`src/hw/rtl/sme_pkg.sv`:
```
// Shared types and codes for the stack machine executor.
package sme_pkg;

  typedef enum logic [3:0] {
    OP_PUSH  = 4'd0,
    OP_POP   = 4'd1,
    OP_DUP   = 4'd2,
    OP_ADD   = 4'd3,
    OP_SUB   = 4'd4,
    OP_MULT  = 4'd5,
    OP_DIV   = 4'd6,
    OP_MOD   = 4'd7,
    OP_PRINT = 4'd8
  } opcode_t;

  localparam logic [2:0] ST_OK      = 3'd0;
  localparam logic [2:0] ST_UNDER   = 3'd1;
  localparam logic [2:0] ST_OVER    = 3'd2;
  localparam logic [2:0] ST_DIVZERO = 3'd3;
  localparam logic [2:0] ST_BADOP   = 3'd4;

  typedef enum logic [1:0] {
    CELL_HOLD      = 2'd0,
    CELL_SHIFT_IN  = 2'd1,  // take the word from the neighbor above
    CELL_SHIFT_OUT = 2'd2   // take the word from the neighbor below
  } cell_op_t;

  typedef enum logic [1:0] {
    MD_MUL = 2'd0,
    MD_DIV = 2'd1,
    MD_MOD = 2'd2
  } md_kind_t;

  typedef struct packed {
    logic     start;
    md_kind_t kind;
  } md_req_t;

endpackage

```
`src/hw/rtl/sme_cell.sv`:
```
// One stack entry: holds a word or takes it from a neighbor.
module sme_cell #(
  parameter int WORD_WIDTH = 32
) (
  input  logic                   clk,
  input  sme_pkg::cell_op_t      op,
  input  logic [WORD_WIDTH-1:0]  d_above,
  input  logic [WORD_WIDTH-1:0]  d_below,
  output logic [WORD_WIDTH-1:0]  q
);

  logic [WORD_WIDTH-1:0] word_r;

  always_ff @(posedge clk) begin
    unique case (op)
      sme_pkg::CELL_SHIFT_IN:  word_r <= d_above;
      sme_pkg::CELL_SHIFT_OUT: word_r <= d_below;
      default:                 word_r <= word_r;
    endcase
  end

  assign q = word_r;

endmodule

```
`config.mk`:
```
export PLATFORM = sky130hd
export DESIGN_NAME = sme_cell
export DESIGN_NICKNAME = d
export VERILOG_FILES = /design/src/hw/rtl/sme_pkg.sv /design/src/hw/rtl/sme_cell.sv
export SDC_FILE = /design/constraint.sdc
export NUM_CORES = 1
export LEC_CHECK = 0
export CORE_MARGIN = 2
export CORE_UTILIZATION = 45
export DETAILED_ROUTE_END_ITERATION = 7
export DONT_BUFFER_PORTS = 1
export PLACE_DENSITY_LB_ADDON = 0.2
export RECOVER_POWER = 25
export SYNTH_ARGS = -nofsm -noshare
export SYNTH_HDL_FRONTEND = slang
export SYNTH_SLANG_ARGS = --single-unit
```
`constraint.sdc`:
```
create_clock -name clk -period 1.5 [get_ports clk]
set_input_delay 0.3 -clock clk [delete_from_list [all_inputs] [get_ports clk]]
set_output_delay 0.3 -clock clk [all_outputs]
set_load 0.03 [all_outputs]
```
==> impl_metrics.ini <==
[status]
status = completed

[power_and_ir_drop]
p_int_w = 0.00145
p_seq_frac = 0.695
switchingPower_w = 0.000643
vdd_drop_max_mv = 0.604
p_leak_nw = 0.610
p_per_area_nw_per_um2 = 1290
combPwrFrac = 0.092
finalPower_w = 0.00209
p_clk_frac = 0.213
p_sw_frac = 0.308

[worst_hold_path]
worstHoldStart = d_below[7]
min_path_type = in2reg

[clock_network]
clkTransAtPathRegs_ns = 0.10
root_buffer = clkbuf_4
cts_hold_buf = 0
cts_tree = yes
htree_levels = 2
post_cts_buffers = 0
clock-sinks = 32
post_cts_resized = 0
clk_path_buf_depth = 2
cts_buffers = 5

[placement]
portBuffers = 0
dpl.hpwl_mm = 1.68
place_area_um2 = 1570
dp.cells = 117
gp_congestion = 0.615

[timing]
min_period_ns = 1.16
setup_violations = 0
rsz0062_at_grt = no
relSlewSlack = 0.709
slew_violations = 0
hold_viol_final = 0
fin_setup_tns_ns = 0
worst_pin_slew_ns = 0.437
min_period_over_period = 0.774
fmax_mhz = 861

[cells_and_area]
diodes = 0
most-common-layout-cells = 32 x edfxtp_1, 30 x mux2_4, 5 x clkbuf_4
drive_gt1_frac = 0.544
final_common_cell = edfxtp_1
finalNonFillerCells = 125
stdcell_area_um2 = 1620
area_growth_pct = 5.99
largest_register_ff_count = 32
nets = 146
fill_cells = 289

[logic_synthesis]
yosysWarnings = 0
synthesis.area_um2 = 1530
synthCells = 71
synth_adder_area_share = 0.00820
yosysSeqAreaShare = 0.630
yosys.area_share.simple = 0
syn-num-nets = 139
synth_top_family_by_area = multiplexers
synth_xor_xnor_area_share = 0
synth_mux_area_frac = 0.310
synth_compound_area_frac = 0
ys_ff_latch = 32
avgSynthCellArea_um2 = 21.5
synth.distinct_cells = 7

[die]
dieArea_um2 = 3870
io-pin-count = 99
core-area_um2 = 3280
die_x_um = 62.2
die_h_um = 62.2
initial_utilization = 0.464
rows = 21

[drt]
dr_wl_met2_mm = 1.16
m1WireLength_um = 740
num_vias = 660
top_layer = met4
drt_iter0_drc = 35
drc_errors = 0
routed_via_density = 5.28
drt_first_pass_iters = 2
wl_met3_um = 306
routedWlPerCell_um = 17.9
totalWireLength_mm = 2.23
ant_nets = 0

[global_route]
grt_max_degree = 19
grt_overflow = 0
antenna_found_initial = 0
grt_pass1_wl_mm = 3.16
grt_usage = 0.113
grt_pass1_vias = 624

[setup_path]
startpoint = q[25]$_DFFE_PP_
required_ns = 1.20
worst_ep_arrival_time_ns = 0.86
endpoint_kind = primary output
path_max_fanout = 1
start_kind = flip-flop
crit_type = reg2out

[job]
drv_cap = 0
[final cells by class]
class / instances / area [µm²] / share of cell area
timing repair buffer: 4 / 52.6 / 0.0325
sequential: 32 / 961 / 0.594
tap: 46 / 57.6 / 0.0356
multi-input combinational: 33 / 488 / 0.302
inverter: 2 / 8.76 / 0.00542
clock buffer: 7 / 45.0 / 0.0279
clock inverter: 1 / 3.75 / 0.00232
[path summary, 6_finish.rpt]
path | endpoint | slack, ns | cells past startpoint
max | q[25] | 0.34 | 0
min | q[7]$_DFFE_PP_ | 0.19 | 1
[power by group through the flow]
stage,clock network [W],logic [W],registers [W]
2_1_floorplan,0,0.000177,0.00146
3_3_place_gp,0,0.000193,0.00147
3_5_place_dp,0,0.000200,0.00147
4_1_cts,0.000467,0.000201,0.00146
5_1_grt,0.000512,0.000208,0.00146
6_report,0.000445,0.000192,0.00145
[cell usage after synthesis, drive strengths merged]
library cell,n,area share
edfxtp,32,0.63
buf,4,0.047
mux2,32,0.31
ha,1,0.0082
inv,2,0.0049
[cell families (layout without fill, tap and decap cells)]
| kind of cell | after synthesis | in the layout |
|---|---|---|
| multiplexers | 32 | 32 |
| flip-flops | 32 | 32 |
| buffers and inverters | 6 | 14 |
| adder cells (fa/ha/maj) | 1 | 1 |
[through the flow]
| step | utilization | worst slack [ns] | hold slack (ns) |
|---|---|---|---|
| detailed placement | 0.479 | 0.135 | 0.520 |
| floorplan | - | 0.0480 | 0.517 |
| finish | 0.492 | 0.339 | 0.189 |
| global route | 0.492 | 0.294 | 0.161 |
| CTS | 0.494 | 0.316 | 0.173 |
| global placement | 0.479 | 0.158 | 0.518 |
[routing by layer]
metal,GRT usage,vias to the layer above
li1,-,289
met1,0.0981,312
met2,0.188,55
met3,0.0888,4
met4,0.0583,0
met5,0,-
(Power assumes the default switching activity.)
