## src/hw/rtl/sme_pkg.sv

```systemverilog
// Shared types and codes for the stack machine executor.
package sme_pkg;

  typedef enum logic [3:0] {
    OP_PUSH  = 4'd0,
    OP_POP   = 4'd1,
    OP_DUP   = 4'd2,
    OP_ADD   = 4'd3,
    OP_SUB   = 4'd4,
    OP_MULT  = 4'd5,
    OP_DIV   = 4'd6,
    OP_MOD   = 4'd7,
    OP_PRINT = 4'd8
  } opcode_t;

  localparam logic [2:0] ST_OK      = 3'd0;
  localparam logic [2:0] ST_UNDER   = 3'd1;
  localparam logic [2:0] ST_OVER    = 3'd2;
  localparam logic [2:0] ST_DIVZERO = 3'd3;
  localparam logic [2:0] ST_BADOP   = 3'd4;

  typedef enum logic [1:0] {
    CELL_HOLD      = 2'd0,
    CELL_SHIFT_IN  = 2'd1,  // take the word from the neighbor above
    CELL_SHIFT_OUT = 2'd2   // take the word from the neighbor below
  } cell_op_t;

  typedef enum logic [1:0] {
    MD_MUL = 2'd0,
    MD_DIV = 2'd1,
    MD_MOD = 2'd2
  } md_kind_t;

  typedef struct packed {
    logic     start;
    md_kind_t kind;
  } md_req_t;

endpackage

```

## src/hw/rtl/sme_muldiv.sv

```systemverilog
// Bit-serial multiplier and signed divider, one bit per cycle.
module sme_muldiv #(
  parameter int WORD_WIDTH = 32
) (
  input  logic                   clk,
  input  logic                   rst_n,
  input  sme_pkg::md_req_t       req,
  input  logic [WORD_WIDTH-1:0]  a,
  input  logic [WORD_WIDTH-1:0]  b,
  output logic                   done,
  output logic [WORD_WIDTH-1:0]  result
);

  localparam int SW = $clog2(WORD_WIDTH);

  typedef enum logic [1:0] {MD_IDLE, MD_RUN, MD_DONE} md_state_t;

  md_state_t             state_r;
  sme_pkg::md_kind_t     kind_r;
  logic [SW-1:0]         step_r;
  logic [WORD_WIDTH-1:0] acc_r;   // product or partial remainder
  logic [WORD_WIDTH-1:0] x_r;     // multiplicand or dividend/quotient
  logic [WORD_WIDTH-1:0] y_r;     // multiplier or divisor magnitude
  logic                  neg_q_r;
  logic                  neg_r_r;

  logic                  a_neg;
  logic                  b_neg;
  logic [WORD_WIDTH-1:0] a_mag;
  logic [WORD_WIDTH-1:0] b_mag;
  logic [WORD_WIDTH:0]   shifted;
  logic [WORD_WIDTH:0]   diff;
  logic [WORD_WIDTH-1:0] rem;

  assign a_neg   = a[WORD_WIDTH-1];
  assign b_neg   = b[WORD_WIDTH-1];
  assign a_mag   = a_neg ? (~a + 1'b1) : a;
  assign b_mag   = b_neg ? (~b + 1'b1) : b;
  assign shifted = {acc_r, x_r[WORD_WIDTH-1]};
  assign diff    = shifted - {1'b0, y_r};
  assign rem     = acc_r;

  always_ff @(posedge clk) begin
    if (!rst_n) begin
      state_r <= MD_IDLE;
    end else begin
      unique case (state_r)
        MD_IDLE: begin
          if (req.start) begin
            state_r <= MD_RUN;
            kind_r  <= req.kind;
            step_r  <= SW'(WORD_WIDTH - 1);
            acc_r   <= '0;
            neg_q_r <= a_neg ^ b_neg;
            neg_r_r <= a_neg;
            if (req.kind == sme_pkg::MD_MUL) begin
              x_r <= a;
              y_r <= b;
            end else begin
              x_r <= a_mag;
              y_r <= b_mag;
            end
          end
        end
        MD_RUN: begin
          if (kind_r == sme_pkg::MD_MUL) begin
            if (y_r[0]) acc_r <= acc_r + x_r;
            x_r <= {x_r[WORD_WIDTH-2:0], 1'b0};
            y_r <= {1'b0, y_r[WORD_WIDTH-1:1]};
          end else if (!diff[WORD_WIDTH]) begin
            acc_r <= diff[WORD_WIDTH-1:0];
            x_r   <= {x_r[WORD_WIDTH-2:0], 1'b1};
          end else begin
            // partial remainder stays below the divisor, so the top bit is zero
            acc_r <= shifted[WORD_WIDTH-1:0];
            x_r   <= {x_r[WORD_WIDTH-2:0], 1'b0};
          end
          step_r <= step_r - 1'b1;
          if (step_r == '0) state_r <= MD_DONE;
        end
        default: state_r <= MD_IDLE;
      endcase
    end
  end

  assign done = (state_r == MD_DONE);

  always_comb begin
    unique case (kind_r)
      sme_pkg::MD_MUL: result = rem;
      sme_pkg::MD_DIV: result = neg_q_r ? (~x_r + 1'b1) : x_r;
      sme_pkg::MD_MOD: result = neg_r_r ? (~rem + 1'b1) : rem;
      default:         result = rem;
    endcase
  end

endmodule

```

## config.mk

```make
export PLATFORM = sky130hd
export DESIGN_NAME = sme_muldiv
export DESIGN_NICKNAME = d
export VERILOG_FILES = /design/src/hw/rtl/sme_pkg.sv /design/src/hw/rtl/sme_muldiv.sv
export SDC_FILE = /design/constraint.sdc
export NUM_CORES = 1
export LEC_CHECK = 0
export BUFFER_PORTS_ARGS = -buffer_cell sky130_fd_sc_hd__buf_2
export CAP_MARGIN = 20
export CORE_MARGIN = 5
export CORE_UTILIZATION = 28
export DETAILED_ROUTE_END_ITERATION = 10
export PLACE_DENSITY_LB_ADDON = 0.25
export SLEW_MARGIN = 20
export SYNTH_ARGS = -nofsm -noshare
export SYNTH_HDL_FRONTEND = slang
export SYNTH_SLANG_ARGS = --single-unit
```

## constraint.sdc

```tcl
create_clock -name clk -period 3.6 [get_ports clk]
set_clock_uncertainty 0.2 [all_clocks]
set_input_delay 0.36 -clock clk [delete_from_list [all_inputs] [get_ports clk]]
set_output_delay 0.36 -clock clk [all_outputs]
set_load 0.05 [all_outputs]
```

==> flow_summary.yaml <==
yosys:
  syn-num-nets: 1525
  yosys_warnings: 0
  ys_types: 68
  postSynthCellCount: 1383
  synth_area_per_cell_um2: 8.11
  synth_edf_count: 105
  ys_ff_latch: 107
  synth_flop_cell: "edfxtp_1"
  seq_area_frac_synth_pct: 28.5
  ys_async_sr_fraction_pct: 0
  synth_area_mm2: 0.0112
worst_setup_path:
  cp_data_arrival_time_ps: 3660
  r2r-end: "acc_r[15]"
  rr_worst_depth: 13
  criticalPathCategory: "register to primary output"
  crit_slowest_cell: "or4_4"
  timing.rr.start: "y_r[0]"
  worstSetupStartpointType: "register"
  worst_path_most_repeated_cell: "or4_4"
  crit_end: "result[24]"
  worst-path-buf-inv: 1
  startpoint: "x_r[3]"
  end_kind: "primary output"
  ff2ff_setup_slack_ps: -60
  cp.depth: 10
  cp_cell_sequence: "or4_4 > or4_4 > or2_4 > or3_4 > or4_4 > o21ai_4 > nand2_1 > xnor2_2 > o221ai_4 > buf_6"
  crit_family: "simple AND/OR/NAND/NOR gates"
  cp_max_fo: 4
  slowest_delay_ps: 540
  critPathRequiredTime_ps: 3040
floorplan:
  die_h_um: 210
  initial_core_util_pct: 28.3
  ios: 102
  rows: 73
  die_area_mm2: 0.0442
  coreArea_mm2: 0.0396
  die_x_um: 210
route:
  wl_per_cell_um: 17.5
  initialDrtViolationCount: 879
  vias: 11100
  route.detailed.drc: 0
  dr.pass1.iters: 6
  vias_per_cell: 5.26
  totalWireLength_um: 37000
  drtAntennaViolNets: 0
power_and_ir_drop:
  power_uw: 4990
  irDropWorstVdd_v: 0.000247
  p_leak_uw: 0.00573
  power_density_mw_per_mm2: 352
outcome:
  violations: "setup timing"
  status: "complete, but fails checks"
layout:
  final_util_pct: 35.7
  final_cell_mix: "nand2_1, o21ai_0, buf_4"
  areaGrowthSynthToFinish_pct: 26.2
  layout_commonest_cell: "nand2_1"
  nets: 1720
  fillCellCount: 4151
  drive_gt1_share_pct: 21.6
grt:
  antenna_found_initial: 2
  grt_use_met2_pct: 29.0
  gr-total-overflow: 0
  grt_usage_pct: 16.1
  grt_pass1_wl_um: 57700
  grtUsageMet1_pct: 20.6
  grt_pass1_vias: 10700
  grt_max_degree: 67
  met3_usage_pct: 1.89
  busiest_layer: "met2"
clocking:
  cts_max_level: 3
  cts.sinks: 107
  clockBufferDepth: 2
  clk_latency_ps: 370
  cts_tree: "done"
  cts_hold_buf: 0
  cts-buffers-inserted: 9
  clk_pin_slew_worst_paths_ps: 70
  cts-root-buf: "clkbuf_16"
sta:
  whs_ps: 86.9
  min_period_ps: 4220
  finalSetupViolCount: 22
  period_share_pct: 117
  slew_violations: 0
  rsz0062_at_grt: "true"
  slew_headroom_pct: 31.7
  fin_ws_ps: -623
  max_freq_mhz: 237
  max_slew.worst_pin.slew_ps: 1020
  tns_ps: -7630
  final_hold_viol_count: 0
placed_design:
  hpwl_um: 29200
  place.port_buffers: 101
  dp_slack_ps: -347
  routabilityCongestion: 0.815
hold_path:
  min_path_type: "primary input to register"
  min_from: "rst_n"
run:
  cap_violations: 0
==> per-layer routing <==
layer | up-vias | wire [um]
met5 | - | 13
met4 | 2 | 746
met3 | 55 | 1230
met2 | 230 | 18600
met1 | 5308 | 16400
li1 | 5503 | -
==> sequential cells by signal (all words and copies together) (netlist names) <==
| name | cells |
|---|---|
| neg_r_r | 1 |
| y_r | 32 |
| step_r | 5 |
| kind_r | 2 |
| neg_q_r | 1 |
| acc_r | 32 |
| state_r | 2 |
| x_r | 32 |
==> stage by stage <==
step | std cells | instance area (um2)
6_report | 2108 | 14200
5_1_grt | 2107 | 14200
3_3_place_gp | 2077 | 13200
3_5_place_dp | 2077 | 13200
4_1_cts | 2100 | 13900
2_1_floorplan | 1383 | 11300
==> cell type report <==
type | count | area [um2] | area share (%)
inverter | 73 | 274 | 1.94
multi-input combinational | 1147 | 7960 | 56.2
antenna | 1 | 2.50 | 0.0177
tap | 525 | 657 | 4.64
clock buffer | 10 | 229 | 1.62
clock inverter | 5 | 60.1 | 0.424
sequential | 107 | 3190 | 22.6
timing repair buffer | 240 | 1780 | 12.6
==> power breakdown <==
part	internal (uW)	total (uW)	switching, uW
registers	1510	1620	113
clock network	542	1050	508
logic	996	2320	1320
total	3050	4990	1940
==> worst min path at each step <==
| stage | end | slack [ps] | cells after the start |
|---|---|---|---|
| after global routing | neg_r_r | 80 | 1 |
| after CTS | state_r[1] | 70 | 3 |
| after detailed placement | state_r[1] | 310 | 2 |
| final | state_r[1] | 90 | 3 |
| after global placement | state_r[1] | 290 | 2 |
| after floorplan | kind_r[0] | 260 | 0 |
==> synth_stat cells, types with 10 or more instances <==
| cell | instances | area, um2 |
|---|---|---|
| and3_1 | 12 | 75.1 |
| nor2_1 | 87 | 327 |
| o22ai_1 | 19 | 119 |
| a21oi_1 | 107 | 536 |
| nand2_1 | 168 | 631 |
| nand3_1 | 30 | 150 |
| a21o_1 | 30 | 225 |
| nor2b_1 | 11 | 68.8 |
| nand4_1 | 10 | 62.6 |
| xnor2_1 | 77 | 674 |
| nor4_1 | 13 | 81.3 |
| o41ai_1 | 10 | 87.6 |
| o31ai_1 | 19 | 143 |
| clkbuf_1 | 48 | 180 |
| mux2i_1 | 29 | 290 |
| xor2_1 | 68 | 596 |
| nor3_1 | 36 | 180 |
| ha_1 | 71 | 888 |
| o21ai_0 | 148 | 741 |
| edfxtp_1 | 105 | 3150 |
| o221ai_1 | 14 | 123 |
| nand2b_1 | 21 | 131 |
| a221o_1 | 13 | 130 |
| or4_1 | 11 | 82.6 |
| inv_1 | 72 | 270 |
==> kinds of logic (layout without fill, tap and decap cells) <==
family	Yosys count	count (layout)	share of synthesized area (%)
multiplexers	38	38	3.49
AO/OA/AOI/OAI	445	445	25.0
flip-flops	107	107	28.5
adder cells (fa/ha/maj)	73	73	8.28
XOR/XNOR	145	145	11.3
other	0	1	0
AND/OR/NAND/NOR	446	446	19.1
buffers and inverters	129	328	4.37
==> worst reg2reg max path, delay by kind of cell (launching register included) <==
kind                     cells  cell delay [ps]
AND/OR/NAND/NOR              4              800
buffers and inverters        2              280
multiplexers                 1              170
adder cells (fa/ha/maj)      2              540
flip-flops                   1              440
AO/OA/AOI/OAI                4              980
==> what timing repair did <==
| item | 4_1_cts | 5_1_grt |
|---|---|---|
| pin swaps | 11 | 38 |
| endpoints found under the setup margin | 45 | 52 |
| gates cloned | 2 | 1 |
| buffers inserted | 6 | 6 |
| resized for setup | 72 | 47 |
No activity file was read; power rests on OpenSTA's default activity.
